===== config.mk =====
export PLATFORM = sky130hd
export DESIGN_NAME = lagged_fibonacci_ranged_rng_unit
export DESIGN_NICKNAME = d
export VERILOG_FILES = /design/src/rtl/lfrr_pkg.sv /design/src/rtl/lagged_fibonacci_ranged_rng_unit.sv /design/src/rtl/lfrr_cell.sv /design/src/rtl/lfrr_scale.sv
export VERILOG_INCLUDE_DIRS = /design/src /design/src/rtl
export SDC_FILE = /design/constraint.sdc
export NUM_CORES = 1
export LEC_CHECK = 0
export BUFFER_PORTS_ARGS = -buffer_cell sky130_fd_sc_hd__buf_2
export CORE_MARGIN = 3
export CORE_UTILIZATION = 60
export DETAILED_ROUTE_END_ITERATION = 16
export HOLD_SLACK_MARGIN = 0.02
export PLACE_DENSITY = 0.88
export REMOVE_ABC_BUFFERS = 1
export SLEW_MARGIN = 10
export SYNTH_ARGS = -nofsm -noshare
export SYNTH_HDL_FRONTEND = slang
export SYNTH_SLANG_ARGS = --single-unit
export TNS_END_PERCENT = 20

===== constraint.sdc =====
create_clock -name i_clk -period 6.4 [get_ports i_clk]
set_input_delay 1.28 -clock i_clk [delete_from_list [all_inputs] [get_ports i_clk]]
set_output_delay 1.28 -clock i_clk [all_outputs]
set_load 0.01 [all_outputs]

===== src/rtl/lagged_fibonacci_ranged_rng_unit_assert.svh =====
// Assertion macros used by the RTL that checks itself.
`ifndef LAGGED_FIBONACCI_RANGED_RNG_UNIT_ASSERT_SVH
`define LAGGED_FIBONACCI_RANGED_RNG_UNIT_ASSERT_SVH

// Same-cycle implication, clocked on i_clk, off during reset.
`define LFRR_ASSERT_IMP(label, ante, cons) \
    label: assert property (@(posedge i_clk) disable iff (!i_rst_n) (ante) |-> (cons)) \
        else $error("lfrr same-cycle check failed");

// Next-cycle implication, clocked on i_clk, off during reset.
`define LFRR_ASSERT_NEXT(label, ante, cons) \
    label: assert property (@(posedge i_clk) disable iff (!i_rst_n) (ante) |=> (cons)) \
        else $error("lfrr next-cycle check failed");

`endif


===== src/rtl/lfrr_pkg.sv =====
`default_nettype none

package lfrr_pkg;

    localparam int TABLE_DEPTH  = 17;
    localparam int WORD_W       = 16;
    localparam int SPAN_W       = WORD_W + 1;
    localparam int SEED_COUNT   = 17;
    localparam int SECOND_START = 4;

    // Cell 0 always holds the entry at the first index; the second index
    // trails it by a fixed distance, so its entry sits at a fixed cell.
    localparam int LAG_CELL = TABLE_DEPTH - 1 - (SECOND_START % TABLE_DEPTH);

    typedef enum logic {
        REQ_DRAW   = 1'b0,
        REQ_RESEED = 1'b1
    } t_req;

    typedef struct packed {
        logic shift;
        logic load;
    } t_cell_ctrl;

    typedef struct packed {
        logic [WORD_W-1:0] acc;
        logic [SPAN_W-1:0] span;
    } t_scale_in;

    localparam logic [WORD_W-1:0] SEED_WORDS [SEED_COUNT] = '{
        16'd1,   16'd1,   16'd2,   16'd3,   16'd5,   16'd8,    16'd13,   16'd21,
        16'd54,  16'd75,  16'd129, 16'd204, 16'd323, 16'd527,  16'd850,  16'd1377,
        16'd2227
    };

    function automatic logic [WORD_W-1:0] table_word(input int k);
        logic [WORD_W-1:0] w;
        w = '0;
        if (k < SEED_COUNT) begin
            w = SEED_WORDS[k];
        end
        return w;
    endfunction

    // Cell k holds table entry (first_index - k), first_index starting at the top.
    function automatic logic [WORD_W-1:0] default_cell(input int k);
        return table_word(TABLE_DEPTH - 1 - k);
    endfunction

    localparam logic [WORD_W-1:0] RESEED_ACC = default_cell(0) + default_cell(LAG_CELL);

    // State after a reseed: default row shifted once, with the discarded sum on top.
    function automatic logic [WORD_W-1:0] reseed_cell(input int k);
        logic [WORD_W-1:0] w;
        w = RESEED_ACC;
        if (k < TABLE_DEPTH - 1) begin
            w = default_cell(k + 1);
        end
        return w;
    endfunction

endpackage

`default_nettype wire


===== src/rtl/lagged_fibonacci_ranged_rng_unit.sv =====
// Additive lagged-Fibonacci random source with a ranged output. One beat is
// taken per cycle while the output does not stall: at the input handshake the
// table cells and accumulator advance (one add of two fixed cells plus one
// accumulate) and the scale stage registers the new accumulator; the 16x17
// multiply fills the output register. A draw with bound 0 returns 0 and leaves
// the state alone; a reseed returns 0 and loads the default table already
// advanced by one draw. Reset loads the default state, with no clearing pass.
`default_nettype none

module lagged_fibonacci_ranged_rng_unit (
    input  wire logic                         i_clk,
    input  wire logic                         i_rst_n,
    input  wire logic                         i_valid,
    output logic                              o_ready,
    input  wire logic                         i_req_type,
    input  wire logic [lfrr_pkg::WORD_W-1:0]  i_max_val,
    output logic                              o_valid,
    input  wire logic                         i_ready,
    output logic [lfrr_pkg::WORD_W-1:0]       o_value
);

    localparam int DEPTH = lfrr_pkg::TABLE_DEPTH;

    logic [lfrr_pkg::WORD_W-1:0] w_word [DEPTH];
    logic [lfrr_pkg::WORD_W-1:0] r_acc;
    logic [lfrr_pkg::WORD_W-1:0] n_acc;
    logic [lfrr_pkg::WORD_W-1:0] w_sum;
    logic                        w_take;
    logic                        w_draw;
    logic                        w_reseed;
    logic                        w_idle_draw;
    lfrr_pkg::t_cell_ctrl        w_ctrl;
    lfrr_pkg::t_scale_in         w_scale;

    assign w_take   = i_valid && o_ready;
    assign w_reseed = w_take && (i_req_type == lfrr_pkg::REQ_RESEED);
    assign w_draw   = w_take && (i_req_type == lfrr_pkg::REQ_DRAW) && (i_max_val != '0);

    assign w_idle_draw = w_take && (i_req_type == lfrr_pkg::REQ_DRAW) && (i_max_val == '0);

    assign w_ctrl.shift = w_draw;
    assign w_ctrl.load  = w_reseed;

    assign w_sum = w_word[0] + w_word[lfrr_pkg::LAG_CELL];

    for (genvar k = 0; k < DEPTH; k++) begin : g_cell
        logic [lfrr_pkg::WORD_W-1:0] w_next;
        if (k == DEPTH - 1) begin : g_top
            assign w_next = w_sum;
        end else begin : g_mid
            assign w_next = w_word[k + 1];
        end

        lfrr_cell u_cell (
            .i_clk         (i_clk),
            .i_rst_n       (i_rst_n),
            .i_ctrl        (w_ctrl),
            .i_init_word   (lfrr_pkg::default_cell(k)),
            .i_reseed_word (lfrr_pkg::reseed_cell(k)),
            .i_next_word   (w_next),
            .o_word        (w_word[k])
        );
    end

    always_comb begin
        n_acc = r_acc;
        if (w_reseed) begin
            n_acc = lfrr_pkg::RESEED_ACC;
        end else if (w_draw) begin
            n_acc = r_acc + w_sum;
        end
    end

    always_ff @(posedge i_clk) begin
        if (!i_rst_n) begin
            r_acc <= '0;
        end else begin
            r_acc <= n_acc;
        end
    end

    // Span 0 forces a zero result for a reseed.
    assign w_scale.acc  = n_acc;
    assign w_scale.span = (i_req_type == lfrr_pkg::REQ_RESEED) ? '0 :
                          lfrr_pkg::SPAN_W'(i_max_val) + lfrr_pkg::SPAN_W'(1);

    lfrr_scale u_scale (
        .i_clk   (i_clk),
        .i_rst_n (i_rst_n),
        .i_valid (i_valid),
        .o_ready (o_ready),
        .i_data  (w_scale),
        .o_valid (o_valid),
        .i_ready (i_ready),
        .o_value (o_value)
    );

`include "lagged_fibonacci_ranged_rng_unit_assert.svh"

    `LFRR_ASSERT_NEXT(a_zero_bound_holds, w_idle_draw, $stable(r_acc) && $stable(w_word[0]))
    `LFRR_ASSERT_NEXT(a_reseed_acc, w_reseed, r_acc == lfrr_pkg::RESEED_ACC)
    `LFRR_ASSERT_NEXT(a_reseed_top, w_reseed, w_word[DEPTH-1] == lfrr_pkg::RESEED_ACC)

endmodule

`default_nettype wire


===== src/rtl/lfrr_cell.sv =====
`default_nettype none

module lfrr_cell (
    input  wire logic                             i_clk,
    input  wire logic                             i_rst_n,
    input  wire lfrr_pkg::t_cell_ctrl             i_ctrl,
    input  wire logic [lfrr_pkg::WORD_W-1:0]      i_init_word,
    input  wire logic [lfrr_pkg::WORD_W-1:0]      i_reseed_word,
    input  wire logic [lfrr_pkg::WORD_W-1:0]      i_next_word,
    output logic      [lfrr_pkg::WORD_W-1:0]      o_word
);

    logic [lfrr_pkg::WORD_W-1:0] r_word;
    logic [lfrr_pkg::WORD_W-1:0] n_word;

    always_comb begin
        n_word = r_word;
        if (i_ctrl.load) begin
            n_word = i_reseed_word;
        end else if (i_ctrl.shift) begin
            n_word = i_next_word;
        end
    end

    always_ff @(posedge i_clk) begin
        if (!i_rst_n) begin
            r_word <= i_init_word;
        end else begin
            r_word <= n_word;
        end
    end

    assign o_word = r_word;

endmodule

`default_nettype wire


===== src/rtl/lfrr_scale.sv =====
`default_nettype none

module lfrr_scale (
    input  wire logic                         i_clk,
    input  wire logic                         i_rst_n,
    input  wire logic                         i_valid,
    output logic                              o_ready,
    input  wire lfrr_pkg::t_scale_in          i_data,
    output logic                              o_valid,
    input  wire logic                         i_ready,
    output logic [lfrr_pkg::WORD_W-1:0]       o_value
);

    localparam int PROD_W = lfrr_pkg::WORD_W + lfrr_pkg::SPAN_W;

    logic                        r_a_valid;
    lfrr_pkg::t_scale_in         r_a;
    logic                        r_valid;
    logic [lfrr_pkg::WORD_W-1:0] r_value;
    logic                        w_adv_out;
    logic                        w_adv_a;
    logic [PROD_W-1:0]           w_product;

    assign w_adv_out = !r_valid || i_ready;
    assign w_adv_a   = !r_a_valid || w_adv_out;
    assign o_ready   = w_adv_a;

    // span is 0 for reseed, 1 for a zero bound, 65536 for full range
    assign w_product = PROD_W'(r_a.acc) * PROD_W'(r_a.span);

    always_ff @(posedge i_clk) begin
        if (!i_rst_n) begin
            r_a_valid <= 1'b0;
            r_valid   <= 1'b0;
        end else begin
            if (w_adv_a) begin
                r_a_valid <= i_valid;
            end
            if (w_adv_out) begin
                r_valid <= r_a_valid;
            end
        end
    end

    always_ff @(posedge i_clk) begin
        if (w_adv_a && i_valid) begin
            r_a <= i_data;
        end
        if (w_adv_out && r_a_valid) begin
            r_value <= w_product[lfrr_pkg::WORD_W +: lfrr_pkg::WORD_W];
        end
    end

    assign o_valid = r_valid;
    assign o_value = r_value;

endmodule

`default_nettype wire

==> impl_metrics.csv <==
group,metric,value,unit
layout,final_core_util,0.666,
placement,placed_cell_area,22300,µm²
grt,first_pass_grt_wire_length,83300,µm
pwr,p_leak,0.0102,µW
sta,finalSetupViolCount,0,
detailed_routing,drt_pass1_iterations,5,
detailed_routing,route.detailed.drc,0,
yosys,synth_top_cell_area_share,0.265,
clock_tree,cts_buffers,36,
setup_path,cp.arrival,6520,ps
yosys,asyncSetResetFlopFracSynth,0,
worst_hold_path,whs_endpoint,"g_cell[1].u_cell.o_word[11]",
yosys,yosys.area_share.adder,0.264,
clock_tree,clk_transition_reported_paths,60,ps
layout,fin_area,23800,µm²
detailed_routing,via_count,16900,
layout,finalNetCount,2829,
placement,rd_place_congestion,0.901,
layout,area_growth_syn_to_layout,8.65,%
yosys,netlist_instances,2465,
sta,maxSlewViolCount,0,
detailed_routing,iteration_0_drc_count_of_the_detailed_router,1208,
worst_hold_path,timing.hold.worst.start,"g_cell[2].u_cell.o_word[11]",
sta,period_share,0.961,
clock_tree,clock-root-buffer,"clkbuf_16",
yosys,synth_seq_cells,339,
setup_path,crit_path_start_kind,"flop",
yosys,synth.largest_area_cell,"dfxtp_1",
setup_path,crit_required,6770,ps
yosys,synth-warning-count,0,
yosys,yosys.area_share.simple,0.187,
floorplanning,placement_rows,69,
setup_path,worst-setup-path-type,"flop to flop",
run_status,outcome,"finished, final reports clean",
sta,timing.slew.headroom,0.240,
floorplanning,die-area,38800,µm²
sta,fmax,163,MHz
yosys,synth-compound-area-share,0.113,
setup_path,timing.rr.start,"u_scale.r_a[10]",
grt,first_global_vias,17100,
setup_path,cp_max_fo,9,
floorplanning,dieWidth,197,µm
yosys,synth_edf_count,49,
clock_tree,htree_num_levels,2,
detailed_routing,avgViaCountPerCell,5.68,
yosys,synth_area,21900,µm²
floorplanning,core,35700,µm²
grt,gr-usage-all-layers,0.261,
grt,pin_count_of_the_biggest_net_entering_global_routing,211,
setup_path,timing.reg2reg.worst_path_depth,19,
setup_path,cp-end-kind,"flop",
sta,finalWorstPathRequiredPeriod,6150,ps
detailed_routing,total_length_of_routed_wires,50300,µm
yosys,synth_area_per_cell,8.89,µm²
clock_tree,cts_tree,"built",
detailed_routing,avgRoutedWirePerCell,17.0,µm
pwr,ir_drop,0.413,mV
clock_tree,cts_num_sinks,339,
yosys,synth.mux.area_fraction,0.00200,
yosys,ys_top_cells_by_area,"dfxtp_1 (27%), fa_1 (19%), nand2_1 (11%)",
placement,io_buffers,38,
floorplanning,initial_core_util,0.613,
pwr,power.density_cell_area,389,nW/µm²
yosys,synth_top_family_by_area,"adder cells",
yosys,ys_types,73,
sta,worst-slew-pin-transition,1140,ps
floorplanning,ioPinCount,39,
setup_path,worstSetupStartpoint,"u_scale.r_a[10]",
worst_hold_path,worst_hold_path.num_cells,2,
sta,hold-worst-slack,438,ps
yosys,post_synth_xor_area_fraction,0.0204,
job,drv.max_cap_violation_count,0,
sta,hold_violations,0,
floorplanning,die_y_extent,197,µm
sta,clock-skew-final,21.3,ps
setup_path,worst_r2r_endpoint,"u_scale.o_value[12]",
layout,share_of_cells_above_drive_strength_1,0.0757,
detailed_routing,drt.antenna.violating_nets,0,
yosys,ys.flop_type,"dfxtp_1",
grt,antenna_found_initial,7,
worst_hold_path,min_path_type,"flop to flop",
yosys,synth-seq-area-share,0.332,
placement,hpwlAfterDp,34100,µm
clock_tree,clock_tree.buffer_depth,3,
setup_path,reg_to_reg_setup_timing_slack,250,ps
grt,grt-ovfl-total,0,
clock_tree,clk-insertion-delay-late,550,ps
what timing repair did:
item                       4_1_cts  5_1_grt
setup buffers                    0       20
hold buffers                     0        0
setup endpoints to repair        0        8
gates resized for setup          0        3
critical path, stage by stage (launching register included):
cell      delay (ps)
edfxtp_1         580
buf_4            250
nand2_1           90
fa_1             540
inv_1             60
fa_1             490
fa_1             610
fa_1             450
fa_1             490
inv_1             50
fa_1             470
inv_1             40
ha_1             340
and4_1           270
nand2_1           80
o211ai_2         290
a21oi_4          130
o21ai_1          300
a21oi_1          170
o31ai_1          250
registers in the layout (all words and copies together) (netlist names):
signal                flops
u_scale.r_a_valid         1
u_scale.r_a              33
r_acc                    16
u_scale.o_valid           1
u_scale.o_value          16
g_cell.u_cell.o_word    272
synthesized netlist by cell type (3+ instances only):
library cell and n:
a211oi_1 7, a21o_1 16, a21oi_1 228, a221o_1 33, a221oi_1 3, a22o_1 3, a31oi_1 32, and2_1 144
and3_1 7, and4_1 5, buf_1 16, buf_2 26, buf_4 7, buf_6 7, buf_8 10, clkbuf_1 66
dfxtp_1 290, edfxtp_1 49, fa_1 208, ha_1 130, inv_1 274, mux2i_1 3, nand2_1 635, nand3_1 38
nand4_1 9, nor2_1 45, nor2b_1 7, nor3_1 14, o211ai_1 3, o21a_1 8, o21ai_0 18, o21ai_1 8
o21bai_1 10, o22ai_1 4, o31ai_1 4, or2_2 4, or3_1 4, xnor2_1 28, xor2_1 23
worst max path at each step:
| stage | to | slack, ps | cells after the start |
|---|---|---|---|
| floorplan | u_scale.r_a[31] | -2090 | 9 |
| global placement | u_scale.o_value[14] | 270 | 20 |
| detailed placement | u_scale.o_value[14] | 130 | 20 |
| CTS | u_scale.o_value[14] | 70 | 20 |
| global route | u_scale.o_value[11] | -30 | 20 |
| finish | u_scale.o_value[12] | 250 | 19 |
stage by stage:
step | TNS (ps) | power, µW | cells | setup WS (ps)
detailed placement | 0 | 6970 | 2873 | 131
finish | 0 | 9250 | 2966 | 249
global placement | 0 | 6680 | 2873 | 274
global route | -32.0 | 10000 | 2966 | -32.0
floorplan | -380450 | 5850 | 2332 | -2090
CTS | 0 | 9240 | 2939 | 68.9
cells in the final DEF, fill, tap and decap left out, types with 45 or more instances in the layout:
cell type and count:
nand2_1 634, dfxtp_1 290, inv_1 273, a21oi_1 228, fa_1 208, and2_1 144
ha_1 130, buf_4 59, edfxtp_1 49, nor2_1 45
area by class of cell:
cell class,instances,area [µm²]
multi-input combinational,1718,12900
fill,2688,11900
sequential,339,7280
clock buffer,50,1050
inverter,275,1030
timing repair buffer,100,678
tap,461,577
clock inverter,16,267
antenna,7,17.5
routing by layer:
layer,GRT usage,part of all wire
met3,0.0428,0.065
met2,0.433,0.48
met4,0.116,0.038
met5,0,0
met1,0.341,0.42
power by group:
| group | internal, µW | leakage (µW) | switching, µW |
|---|---|---|---|
| Clock | 1340 | 0.000640 | 908 |
| Combinational | 1880 | 0.00671 | 2600 |
| Sequential | 2440 | 0.00285 | 72.4 |
logic make-up (layout without fill, tap and decap cells):
kind of cell    after synthesis  in the layout
simple gates                929            929
compound gates              396            396
buf+inv                     408            441
fa+ha+maj                   338            338
mux                           4              4
other cells                   0              7
flops                       339            339
xor+xnor                     51             51
(Power assumes the default switching activity.)
